## config.mk

```make
export PLATFORM = sky130hd
export DESIGN_NAME = deque_with_typed_extract
export DESIGN_NICKNAME = d
export VERILOG_FILES = /design/src/sv/dqt_pkg.sv /design/src/sv/deque_with_typed_extract.sv /design/src/sv/dqt_cell.sv
export VERILOG_INCLUDE_DIRS = /design/src /design/src/sv
export SDC_FILE = /design/constraint.sdc
export NUM_CORES = 2
export LEC_CHECK = 0
export ABC_CLOCK_PERIOD_IN_PS = 28200
export BUFFER_PORTS_ARGS = -buffer_cell sky130_fd_sc_hd__buf_4
export CAP_MARGIN = 5
export CORE_MARGIN = 8
export CORE_UTILIZATION = 60
export DETAILED_ROUTE_END_ITERATION = 6
export GPL_TIMING_DRIVEN = 1
export PLACE_DENSITY = 0.89
export SYNTH_ARGS = -nofsm -noshare
export SYNTH_HDL_FRONTEND = slang
export SYNTH_HIERARCHICAL = 1
export SYNTH_SLANG_ARGS = --single-unit
```

## constraint.sdc

```tcl
create_clock -name clk -period 28.2 [get_ports clk]
set_input_delay 1.41 -clock clk [delete_from_list [all_inputs] [get_ports clk]]
set_output_delay 1.41 -clock clk [all_outputs]
set_load 0.02 [all_outputs]
```

## src/sv/deque_with_typed_extract_macros.svh

```systemverilog
// ---------------------------------------------------------------------------
// deque_with_typed_extract assertion macros
// shared concurrent assertion forms, clocked on clk, off during reset
// ---------------------------------------------------------------------------
`ifndef DEQUE_WITH_TYPED_EXTRACT_MACROS_SVH
`define DEQUE_WITH_TYPED_EXTRACT_MACROS_SVH

// condition holds at every edge out of reset
`define DQT_ASSERT_ALWAYS(lbl, cond, msg) \
	lbl: assert property (@(posedge clk) disable iff (!arst_n) (cond)) else $error(msg);

// consequence holds in the cycle after the antecedent
`define DQT_ASSERT_NEXT(lbl, ante, cons, msg) \
	lbl: assert property (@(posedge clk) disable iff (!arst_n) (ante) |=> (cons)) else $error(msg);

`endif

```

## src/sv/dqt_pkg.sv

```systemverilog
// ---------------------------------------------------------------------------
// dqt_pkg
// types and codes shared by the deque cell row and its controller
// ---------------------------------------------------------------------------
package dqt_pkg;

	// operation codes carried in s_tuser
	localparam logic [2:0] KIND_PUSH_BACK  = 3'd0;
	localparam logic [2:0] KIND_PUSH_FRONT = 3'd1;
	localparam logic [2:0] KIND_POP_FRONT  = 3'd2;
	localparam logic [2:0] KIND_POP_BACK   = 3'd3;
	localparam logic [2:0] KIND_TAKE       = 3'd4;

	// result status codes carried in m_tuser
	localparam logic [1:0] STATUS_OK    = 2'd0;
	localparam logic [1:0] STATUS_FULL  = 2'd1;
	localparam logic [1:0] STATUS_EMPTY = 2'd2;

	localparam int TYPE_W = 8;

	// how the whole row moves: hold, shift up or shift down
	typedef enum logic [1:0] {
		SH_HOLD,
		SH_UP,
		SH_DOWN
	} shift_mode_t;

	typedef struct packed {
		shift_mode_t mode;
		logic        ld;
	} shift_ctrl_t;

	typedef enum logic {
		ST_IDLE,
		ST_SCAN
	} state_t;

endpackage

```

## src/sv/deque_with_typed_extract.sv

```systemverilog
// ---------------------------------------------------------------------------
// deque_with_typed_extract
// bounded double-ended message queue kept as a row of shifting cells,
// with take-first-by-type done by rotating the row past its head
// ---------------------------------------------------------------------------
//  channel  dir  tdata                                 tuser
//  s_*      in   msg_type, payload                     kind
//  m_*      out  out_type, out_payload, fill, totals   status
//
//  push back, push front, pop front and pop back may follow one another in
//  every cycle while the result register drains.
//  take by type rotates the row one entry per cycle through the head cell,
//  dropping the first match; no item is taken during the rotation.
//  s_tready is low while the result register holds an item that m_tready
//  has not taken. reset empties the queue and clears all totals.
// ---------------------------------------------------------------------------
`include "deque_with_typed_extract_macros.svh"

module deque_with_typed_extract #(
	parameter int QUEUE_DEPTH  = 16,
	parameter int PAYLOAD_BITS = 32
) (
	input  logic         clk,
	input  logic         arst_n,
	input  logic         s_tvalid,
	output logic         s_tready,
	input  logic [39:0]  s_tdata,   // msg_type[7:0], payload[39:8]
	input  logic [2:0]   s_tuser,   // kind[2:0]
	output logic         m_tvalid,
	input  logic         m_tready,
	// out_type[7:0], out_payload[39:8], fill_count[44:40],
	// overflow_total[76:45], push_front_total[108:77],
	// push_back_total[140:109], pop_front_total[172:141],
	// pop_back_total[204:173], zero[207:205]
	output logic [207:0] m_tdata,
	output logic [1:0]   m_tuser    // status[1:0]
);

	localparam int ENTRY_W = dqt_pkg::TYPE_W + PAYLOAD_BITS;
	localparam int IDX_W   = $clog2(QUEUE_DEPTH);
	localparam int CNT_W   = $clog2(QUEUE_DEPTH + 1);

	dqt_pkg::state_t      state_q, state_d;
	dqt_pkg::shift_ctrl_t shift;
	logic [IDX_W-1:0]     ld_idx;
	logic [IDX_W-1:0]     rd_idx;
	logic [ENTRY_W-1:0]   ins;
	logic [ENTRY_W-1:0]   cell_data [QUEUE_DEPTH];
	logic [ENTRY_W-1:0]   cell_rd   [QUEUE_DEPTH];
	logic [ENTRY_W-1:0]   back_rd;
	logic [ENTRY_W-1:0]   head;
	logic [63:0]          pay_wide;
	logic [ENTRY_W-1:0]   new_entry;

	logic [CNT_W-1:0]     cnt_q, cnt_d;
	logic [CNT_W-1:0]     steps_q, steps_d;
	logic                 found_q, found_d;
	logic [ENTRY_W-1:0]   fnd_q, fnd_d;
	logic [7:0]           stype_q, stype_d;
	logic [31:0]          ovf_q, ovf_d, pshf_q, pshf_d, pshb_q, pshb_d;
	logic [31:0]          popf_q, popf_d, popb_q, popb_d;
	logic                 head_match;
	logic                 in_acc;
	logic                 full;

	logic                 res_load;
	logic [1:0]           res_status;
	logic [ENTRY_W-1:0]   res_entry;

	logic                 m_tvalid_q;
	logic [1:0]           status_q;
	logic [ENTRY_W-1:0]   entry_out_q;
	logic [CNT_W-1:0]     fill_q;
	logic [31:0]          ovf_out_q, pshf_out_q, pshb_out_q, popf_out_q, popb_out_q;
	logic [63:0]          out_pay_wide;
	logic [31:0]          fill_wide;

	logic                 scanning;
	logic                 push_back_acc;
	logic [CNT_W-1:0]     cnt_inc;

	assign s_tready  = (state_q == dqt_pkg::ST_IDLE) && (!m_tvalid_q || m_tready);
	assign in_acc    = s_tvalid && s_tready;
	assign full      = (cnt_q == CNT_W'(QUEUE_DEPTH));
	assign pay_wide  = 64'(s_tdata[39:8]);
	assign new_entry = {s_tdata[7:0], pay_wide[PAYLOAD_BITS-1:0]};
	assign head      = cell_data[0];
	assign rd_idx    = IDX_W'(cnt_q - CNT_W'(1));
	assign head_match = !found_q && (head[ENTRY_W-1 -: dqt_pkg::TYPE_W] == stype_q);

	// row of cells, position 0 is the front
	for (genvar i = 0; i < QUEUE_DEPTH; i++) begin : g_cell
		logic [ENTRY_W-1:0] lower_i;
		logic [ENTRY_W-1:0] upper_i;
		if (i == 0) begin : g_first
			assign lower_i = ins;
		end else begin : g_mid_lo
			assign lower_i = cell_data[i-1];
		end
		if (i == QUEUE_DEPTH - 1) begin : g_last
			assign upper_i = ins;
		end else begin : g_mid_hi
			assign upper_i = cell_data[i+1];
		end
		dqt_cell #(
			.ENTRY_W (ENTRY_W),
			.IDX_W   (IDX_W),
			.IDX     (i)
		) u_cell (
			.clk    (clk),
			.shift  (shift),
			.ld_idx (ld_idx),
			.rd_idx (rd_idx),
			.lower  (lower_i),
			.upper  (upper_i),
			.ins    (ins),
			.data   (cell_data[i]),
			.rd     (cell_rd[i])
		);
	end

	always_comb begin
		back_rd = '0;
		for (int i = 0; i < QUEUE_DEPTH; i++) begin
			back_rd = back_rd | cell_rd[i];
		end
	end

	always_ff @(posedge clk or negedge arst_n) begin
		if (!arst_n) begin
			state_q <= dqt_pkg::ST_IDLE;
		end else begin
			state_q <= state_d;
		end
	end

	always_comb begin
		state_d    = state_q;
		shift      = '{mode: dqt_pkg::SH_HOLD, ld: 1'b0};
		ld_idx     = cnt_q[IDX_W-1:0];
		ins        = new_entry;
		cnt_d      = cnt_q;
		steps_d    = steps_q;
		found_d    = found_q;
		fnd_d      = fnd_q;
		stype_d    = stype_q;
		ovf_d      = ovf_q;
		pshf_d     = pshf_q;
		pshb_d     = pshb_q;
		popf_d     = popf_q;
		popb_d     = popb_q;
		res_load   = 1'b0;
		res_status = dqt_pkg::STATUS_OK;
		res_entry  = '0;
		unique case (state_q)
			dqt_pkg::ST_IDLE: begin
				if (in_acc) begin
					res_load = 1'b1;
					unique case (s_tuser)
						dqt_pkg::KIND_PUSH_BACK: begin
							if (full) begin
								ovf_d      = ovf_q + 32'd1;
								res_status = dqt_pkg::STATUS_FULL;
							end else begin
								shift.ld = 1'b1;
								cnt_d    = cnt_q + CNT_W'(1);
								pshb_d   = pshb_q + 32'd1;
							end
						end
						dqt_pkg::KIND_PUSH_FRONT: begin
							if (full) begin
								ovf_d      = ovf_q + 32'd1;
								res_status = dqt_pkg::STATUS_FULL;
							end else begin
								shift.mode = dqt_pkg::SH_UP;
								cnt_d      = cnt_q + CNT_W'(1);
								pshf_d     = pshf_q + 32'd1;
							end
						end
						dqt_pkg::KIND_POP_FRONT: begin
							if (cnt_q == '0) begin
								res_status = dqt_pkg::STATUS_EMPTY;
							end else begin
								res_entry  = head;
								shift.mode = dqt_pkg::SH_DOWN;
								cnt_d      = cnt_q - CNT_W'(1);
								popf_d     = popf_q + 32'd1;
							end
						end
						dqt_pkg::KIND_POP_BACK: begin
							if (cnt_q == '0) begin
								res_status = dqt_pkg::STATUS_EMPTY;
							end else begin
								res_entry = back_rd;
								cnt_d     = cnt_q - CNT_W'(1);
								popb_d    = popb_q + 32'd1;
							end
						end
						dqt_pkg::KIND_TAKE: begin
							if (cnt_q == '0) begin
								res_status = dqt_pkg::STATUS_EMPTY;
							end else begin
								res_load = 1'b0;
								state_d  = dqt_pkg::ST_SCAN;
								steps_d  = cnt_q;
								found_d  = 1'b0;
								stype_d  = s_tdata[7:0];
							end
						end
						default: ;
					endcase
				end
			end
			dqt_pkg::ST_SCAN: begin
				// head leaves; kept entries go back in at the tail
				ins        = head;
				shift.mode = dqt_pkg::SH_DOWN;
				ld_idx     = IDX_W'(cnt_q - CNT_W'(1));
				if (head_match) begin
					found_d = 1'b1;
					fnd_d   = head;
					cnt_d   = cnt_q - CNT_W'(1);
				end else begin
					shift.ld = 1'b1;
				end
				steps_d = steps_q - CNT_W'(1);
				if (steps_q == CNT_W'(1)) begin
					state_d  = dqt_pkg::ST_IDLE;
					res_load = 1'b1;
					if (found_d) begin
						res_entry = fnd_d;
						popf_d    = popf_q + 32'd1;
					end else begin
						res_status = dqt_pkg::STATUS_EMPTY;
					end
				end
			end
			default: ;
		endcase
	end

	always_ff @(posedge clk or negedge arst_n) begin
		if (!arst_n) begin
			cnt_q      <= '0;
			steps_q    <= '0;
			found_q    <= 1'b0;
			ovf_q      <= '0;
			pshf_q     <= '0;
			pshb_q     <= '0;
			popf_q     <= '0;
			popb_q     <= '0;
			m_tvalid_q <= 1'b0;
		end else begin
			cnt_q   <= cnt_d;
			steps_q <= steps_d;
			found_q <= found_d;
			ovf_q   <= ovf_d;
			pshf_q  <= pshf_d;
			pshb_q  <= pshb_d;
			popf_q  <= popf_d;
			popb_q  <= popb_d;
			if (res_load) begin
				m_tvalid_q <= 1'b1;
			end else if (m_tready) begin
				m_tvalid_q <= 1'b0;
			end
		end
	end

	always_ff @(posedge clk) begin
		fnd_q   <= fnd_d;
		stype_q <= stype_d;
		if (res_load) begin
			status_q    <= res_status;
			entry_out_q <= res_entry;
			fill_q      <= cnt_d;
			ovf_out_q   <= ovf_d;
			pshf_out_q  <= pshf_d;
			pshb_out_q  <= pshb_d;
			popf_out_q  <= popf_d;
			popb_out_q  <= popb_d;
		end
	end

	assign out_pay_wide = 64'(entry_out_q[PAYLOAD_BITS-1:0]);
	assign fill_wide    = 32'(fill_q);

	assign m_tvalid = m_tvalid_q;
	assign m_tuser  = status_q;
	assign m_tdata  = {3'b000, popb_out_q, popf_out_q, pshb_out_q, pshf_out_q, ovf_out_q,
		fill_wide[4:0], out_pay_wide[31:0], entry_out_q[ENTRY_W-1 -: dqt_pkg::TYPE_W]};

	assign scanning      = (state_q == dqt_pkg::ST_SCAN);
	assign push_back_acc = in_acc && (s_tuser == dqt_pkg::KIND_PUSH_BACK) && !full;
	assign cnt_inc       = cnt_q + CNT_W'(1);

	`DQT_ASSERT_ALWAYS(a_fill_bound, cnt_q <= CNT_W'(QUEUE_DEPTH), "fill above depth")
	`DQT_ASSERT_ALWAYS(a_scan_no_result, !scanning || !m_tvalid_q, "result during scan")
	`DQT_ASSERT_ALWAYS(a_fill_matches, !m_tvalid_q || (fill_q == cnt_q), "held fill differs")
	`DQT_ASSERT_NEXT(a_push_grows, push_back_acc, cnt_q == $past(cnt_inc), "push back kept fill")

endmodule

```

## src/sv/dqt_cell.sv

```systemverilog
// ---------------------------------------------------------------------------
// dqt_cell
// one queue position: holds an entry, shifts to or from its neighbours,
// loads the broadcast entry when addressed, drives its entry when read
// ---------------------------------------------------------------------------
module dqt_cell #(
	parameter int ENTRY_W = 40,
	parameter int IDX_W   = 4,
	parameter int IDX     = 0
) (
	input  logic                clk,
	input  dqt_pkg::shift_ctrl_t shift,
	input  logic [IDX_W-1:0]    ld_idx,
	input  logic [IDX_W-1:0]    rd_idx,
	input  logic [ENTRY_W-1:0]  lower,
	input  logic [ENTRY_W-1:0]  upper,
	input  logic [ENTRY_W-1:0]  ins,
	output logic [ENTRY_W-1:0]  data,
	output logic [ENTRY_W-1:0]  rd
);

	logic [ENTRY_W-1:0] entry_q;
	logic [ENTRY_W-1:0] entry_d;
	logic               hit_ld;

	assign hit_ld = shift.ld && (ld_idx == IDX_W'(IDX));

	always_comb begin
		entry_d = entry_q;
		if (hit_ld) begin
			entry_d = ins;
		end else begin
			unique case (shift.mode)
				dqt_pkg::SH_UP:   entry_d = lower;
				dqt_pkg::SH_DOWN: entry_d = upper;
				default:          entry_d = entry_q;
			endcase
		end
	end

	always_ff @(posedge clk) begin
		entry_q <= entry_d;
	end

	assign data = entry_q;
	assign rd   = (rd_idx == IDX_W'(IDX)) ? entry_q : '0;

endmodule

```

# ---- Yosys cells after proc, flatten, opt, wreduce, memory -nomap -nowiden
# Cells that the tools add are included.
dict set report word_totals {
  output_inout_bits 212
  reg_bits 1068
}
dict set report op_classes {
  n_addsub 8
  bitwise_logic 17
  n_reduce_logical 48
  eq_ne 42
  n_mux 123
}
# operator count
set op_table {}
lappend op_table {{$mux 40} 39}
lappend op_table {{$pmux 40 s2} 18}
lappend op_table {{$mux 32} 21}
lappend op_table {{$or 40x40->40} 15}
lappend op_table {{$add 32x1->32 const B} 5}
lappend op_table {{$eq 4x4->1 const B} 16}
lappend op_table {{$pmux 32 s2} 1}
lappend op_table {{$reduce_bool 3->1} 16}
lappend op_table {{$mux 5} 7}
lappend op_table {{$eq 4x3->1 const B} 8}
lappend op_table {{$pmux 5 s2} 3}
lappend op_table {{$mux 1} 20}
lappend op_table {{$logic_and 1x1->1} 19}
lappend op_table {{$eq 4x2->1 const B} 4}
lappend op_table {{$pmux 2 s2} 3}
lappend op_table {{$mux 2} 5}
lappend op_table {{$sub 5x1->5 const B} 2}
lappend op_table {{$eq 4x1->1 const B} 2}
lappend op_table {{$eq 8x8->1} 1}
lappend op_table {{$logic_not 4->1} 2}
lappend op_table {{$eq 3x2->1 const B} 2}
lappend op_table {{$pmux 1 s2} 3}
lappend op_table {{$pmux 3 s2} 1}
lappend op_table {{$add 5x1->5 const B} 1}
lappend op_table {{other kinds (20)} 24}

# ---- Depth between registers and ports, before layout
dict set report logic_depth {
  ltp_word 22
  ltp_mapped 12
  ltp_nobuf 10
}

# ---- By module
# The synthesis kept the hierarchy.
# mod cells_per_inst area_each_um2 seq_area_each_um2 instances
set by_module_without_submodules {}
lappend by_module_without_submodules {deque_with_typed_extract 1543 19282.2 11986.5 1}
lappend by_module_without_submodules {{dqt_cell (g_cell[10].u_cell ...)} 178 2829.0 1201.2 4}
lappend by_module_without_submodules {{dqt_cell (g_cell[15].u_cell ...)} 178 2824.0 1201.2 3}
lappend by_module_without_submodules {{dqt_cell (g_cell[11].u_cell ...)} 178 2816.5 1201.2 2}
lappend by_module_without_submodules {{dqt_cell (g_cell[12].u_cell ...)} 179 2812.7 1201.2 2}
lappend by_module_without_submodules {{dqt_cell (g_cell[1].u_cell ...)} 178 2675.1 1201.2 2}
lappend by_module_without_submodules {{dqt_cell (g_cell[13].u_cell ...)} 228 2477.4 1201.2 2}
lappend by_module_without_submodules {{dqt_cell (g_cell[0].u_cell)} 178 2661.3 1201.2 1}

# ---- Least setup slack after synthesis
# Ideal clock, no wire load.
dict set report synth_path {
  path_kind {input port to flip-flop}
  startpoint {in s_tuser[0]}
  endpoint {reg entry_out_q[0], enable pin}
  arrival_ns 16.410
  cell_stages 4
  path_slack_ns 10.729
  t_required_ns 27.138
  setup_time_ns 1.062
  path_cell_list {clkbuf_1 -> nor2_1 -> and3_1 -> o21ai_0}
}
dict set report synth_between {
  elab_chain_cells 4
}
# item line_no
set synth_rtl {}
lappend synth_rtl {{start: declaration} deque_with_typed_extract.sv:28} ;# input logic [2:0] s_tuser,
lappend synth_rtl {{$eq 3x3->1} deque_with_typed_extract.sv:159} ;# unique case (s_tuser)
lappend synth_rtl {{$mux 1} deque_with_typed_extract.sv:159}
lappend synth_rtl {{$mux 1} deque_with_typed_extract.sv:157} ;# if (in_acc) begin
lappend synth_rtl {{$pmux 1 s2} deque_with_typed_extract.sv:155} ;# unique case (state_q)
lappend synth_rtl {{net res_load} deque_with_typed_extract.sv:66} ;# logic res_load;
lappend synth_rtl {{end signal: assignment} deque_with_typed_extract.sv:275} ;# entry_out_q <= res_entry;
lappend synth_rtl {{end: declaration} deque_with_typed_extract.sv:72} ;# logic [ENTRY_W-1:0] entry_out_q;
# The timed path passes the listed nets, and every way through them passes these cells.
# A chain may end at the register's enable or synchronous reset.

# ---- Worst setup path after layout
dict set report layout_path {
  startpoint {reg cnt_q[0]}
  endpoint {reg g_cell[5].u_cell.entry_q[15], enable pin}
}
dict set report layout_between {
  word_cells_on_any_way 16
}
# item line_no
set layout_lines {}
lappend layout_lines {{start: declaration} deque_with_typed_extract.sv:55} ;# logic [CNT_W-1:0] cnt_q, cnt_d;
lappend layout_lines {{start signal: assignment} deque_with_typed_extract.sv:254} ;# cnt_q <= cnt_d;
lappend layout_lines {{$sub 5x1->5} -}
lappend layout_lines {{net rd_idx[0]} deque_with_typed_extract.sv:46} ;# logic [IDX_W-1:0] rd_idx;
lappend layout_lines {{$mux 4} deque_with_typed_extract.sv:155}
lappend layout_lines {{$eq 4x3->1} dqt_cell.sv:26} ;# assign hit_ld = shift.ld && (ld_idx == IDX_W'(IDX));
lappend layout_lines {{$logic_and 1x1->1} dqt_cell.sv:26}
lappend layout_lines {{$reduce_bool 3->1 (no source line)} -}
lappend layout_lines {{end signal: assignment} dqt_cell.sv:42} ;# entry_q <= entry_d;
lappend layout_lines {{end: declaration} dqt_cell.sv:22} ;# logic [ENTRY_W-1:0] entry_q;
# The timed path passes the listed nets, and every way through them passes these cells.

==> qor.txt <==
Commonest non-fill, non-tap cell in the layout = mux2_4
Hold Startpoint = popf_q[31]
H-tree Lvls = 3
Crit end category = register
TNS Setup = 0 ns
Slew HR = 0.0247
Crit path max fanout = 41
P per Cell Area = 137 nW/um^2
RSZ-0062 raised after global routing = false
Die Footprint = 116000 um^2
R2r worst-path depth = 9
Slew @ Worst Pin = 1.46 ns
Wire length per cell = 29.4 um
Buffers on Ports = 255
Hold Path Stages = 1
Hold EP = popf_q[31]
Maximum VDD drop = 101 uV
Status = finished, final reports clean
Met1 usage = 0.370
Final Util = 0.661
Max reg flops = 640
Reg2Reg Setup Slack = 21.49 ns
EDFF count, synth = 895
Met2 capacity usage during global routing = 0.484
Maxcap violations = 0
Initial antenna violation count = 3
Die Y = 341 um
Mean Syn Cell Area = 14.1 um^2
Post-synth cell types = 71
Reg2reg start = cnt_q[0]
Post-CTS Resized = 0
Syn-to-layout area delta = 9.55%
HPWL Detailed = 105 mm
CTS Hold Bufs = 0
Slowest CP cell = nand3_4
Cell mode on critical path = nand2_1
First-pass GRT wire length = 272 mm
Post-CTS Setup Bufs = 0
Std cell rows = 119
Root Buffer = clkbuf_16
CP bufs+invs = 2
CTS tree = done
Routed vias/inst = 6.81
Initial Utilization = 0.603
Vias in the first global route = 44204
Post-Syn Area = 63300 um^2
Top delay family on crit path = simple AND/OR/NAND/NOR gates
Required @ worst endpoint = 28.54 ns
Post-layout min period = 6.71 ns
Crit-path cells = inv_1, ha_1, and4bb_2, nor3_4, nand2_1, nand2_1, nand3_4, nand2_2, buf_4
DIE WIDTH = 341 um
GR Layer Usage met3 = 0.0761
P_leak = 29.1 nW
Ys async rst share = 0.162
Max clock buf depth = 3
Syn Inst Count = 4493
Post-synthesis register bit count = 1068
Vias = 41948
RR Endpoint = g_cell[5].u_cell/data[15]
Critical path's largest stage delay = 1.21 ns
Clock transition at path regs = 0.07 ns
Peak Freq = 149 MHz
Register area share after synthesis = 0.493
TritonCTS buffer count = 108
HP Class = reg -> reg
Nets = 4730
Worst-Skew Late Latency = 0.71 ns
CP Data Arrival Time = 7.05 ns
Clock skew = 0.0217 ns
Fin crit share = 0.238
# setup viols final = 0
Grt peak-use layer = met2
Worst setup path class = reg -> reg
Pins over their slew limit = 0
WL final = 181 mm
Core area = 105000 um^2
Remaining Overflow, GRT = 0
Largest net degree at the start of global routing = 74
1st-iter DRT viols = 5268
Most frequent cells in the layout = mux2_4 (997), edfxtp_1 (895), and2_1 (647)
Yosys warning count = 6
DRC Markers = 0
TritonRoute pass-1 iters = 7
ANT nets after route = 0
Post-synth top flop = edfxtp_1
Clock sink count = 1068
Final hold vios = 0
Worst setup SP type = register
Layout cells sized above 1 = 0.357
Routability congestion estimate = 0.881
# IOs = 259
GR Util All Layers = 0.299
metal layers:
| metal | wire length, um | vias to the layer above |
|---|---|---|
| met5 | 0 | - |
| met4 | 10800 | 0 |
| met3 | 21900 | 791 |
| met2 | 84500 | 3274 |
| met1 | 63700 | 20820 |
| li1 | - | 17063 |
worst max-delay path by stage:
stage,to,from,cells past startpoint
after floorplan,entry_out_q[0],s_tuser[0],4
after global placement,g_cell[5].u_cell/data[15],s_tuser[0],7
after detailed placement,g_cell[5].u_cell/data[21],s_tuser[0],7
after CTS,g_cell[5].u_cell/data[37],cnt_q[0],9
after global routing,g_cell[5].u_cell/data[21],cnt_q[0],9
final,g_cell[5].u_cell/data[15],cnt_q[0],9
cell type report:
type | instances | area, um^2
timing repair buffer | 335 | 2520
multi-input combinational | 3099 | 29900
clock buffer | 135 | 2870
inverter | 61 | 229
sequential | 1068 | 31200
antenna | 5 | 12.5
clock inverter | 66 | 818
fill | 6798 | 35600
tap | 1391 | 1740
where the power goes:
group	total, W	internal, W	leakage [nW]	switching [W]
sequential	0.00331	0.00276	10.8	0.000551
clock	0.00152	0.000871	1.79	0.000647
combinational	0.00467	0.00234	16.5	0.00233
synth_stat cells, drive strengths merged (97+ instances only):
master | instances | share of area
and2 | 647 | 0.064
buf | 160 | 0.028
clkbuf | 105 | 0.0064
dfrtp | 173 | 0.068
edfxtp | 895 | 0.42
mux2 | 1163 | 0.27
mux2i | 128 | 0.020
nand2 | 97 | 0.0059
nand3 | 118 | 0.0097
nor3 | 163 | 0.013
nor4 | 146 | 0.015
xnor2 | 130 | 0.018
worst register-to-register path, cell delays in order, from the launching register on:
cell      delay (ns)
dfrtp_1         0.57
inv_1           0.44
ha_1            0.40
and4bb_2        0.27
nor3_4          0.29
nand2_1         0.36
nand2_1         1.06
nand3_4         1.22
nand2_2         1.08
buf_4           0.60
cells by family after synthesis:
logic type               count (synthesis)  synth area share
AO/OA/AOI/OAI                          194            0.0178
XOR/XNOR                               187            0.0259
adder cells (fa/ha/maj)                 10           0.00198
buffers and inverters                  328            0.0384
flip-flops                            1068             0.493
multiplexers                          1291             0.286
other                                    1         0.0000592
AND/OR/NAND/NOR                       1414             0.137
through the flow:
| step | hold slack (ns) | total power (W) | cells | setup WS [ns] | instance area, um^2 |
|---|---|---|---|---|---|
| 2_1_floorplan | 0.432 | 0.00662 | 4495 | 10.73 | 63300 |
| 3_3_place_gp | 0.448 | 0.00752 | 5954 | 21.74 | 65600 |
| 3_5_place_dp | 0.461 | 0.00774 | 5954 | 21.51 | 65600 |
| 4_1_cts | 0.470 | 0.00935 | 6155 | 21.80 | 69300 |
| 5_1_grt | 0.485 | 0.00974 | 6156 | 21.46 | 69300 |
| 6_report | 0.465 | 0.00950 | 6160 | 21.49 | 69300 |
No activity file was read; power rests on OpenSTA's default activity.
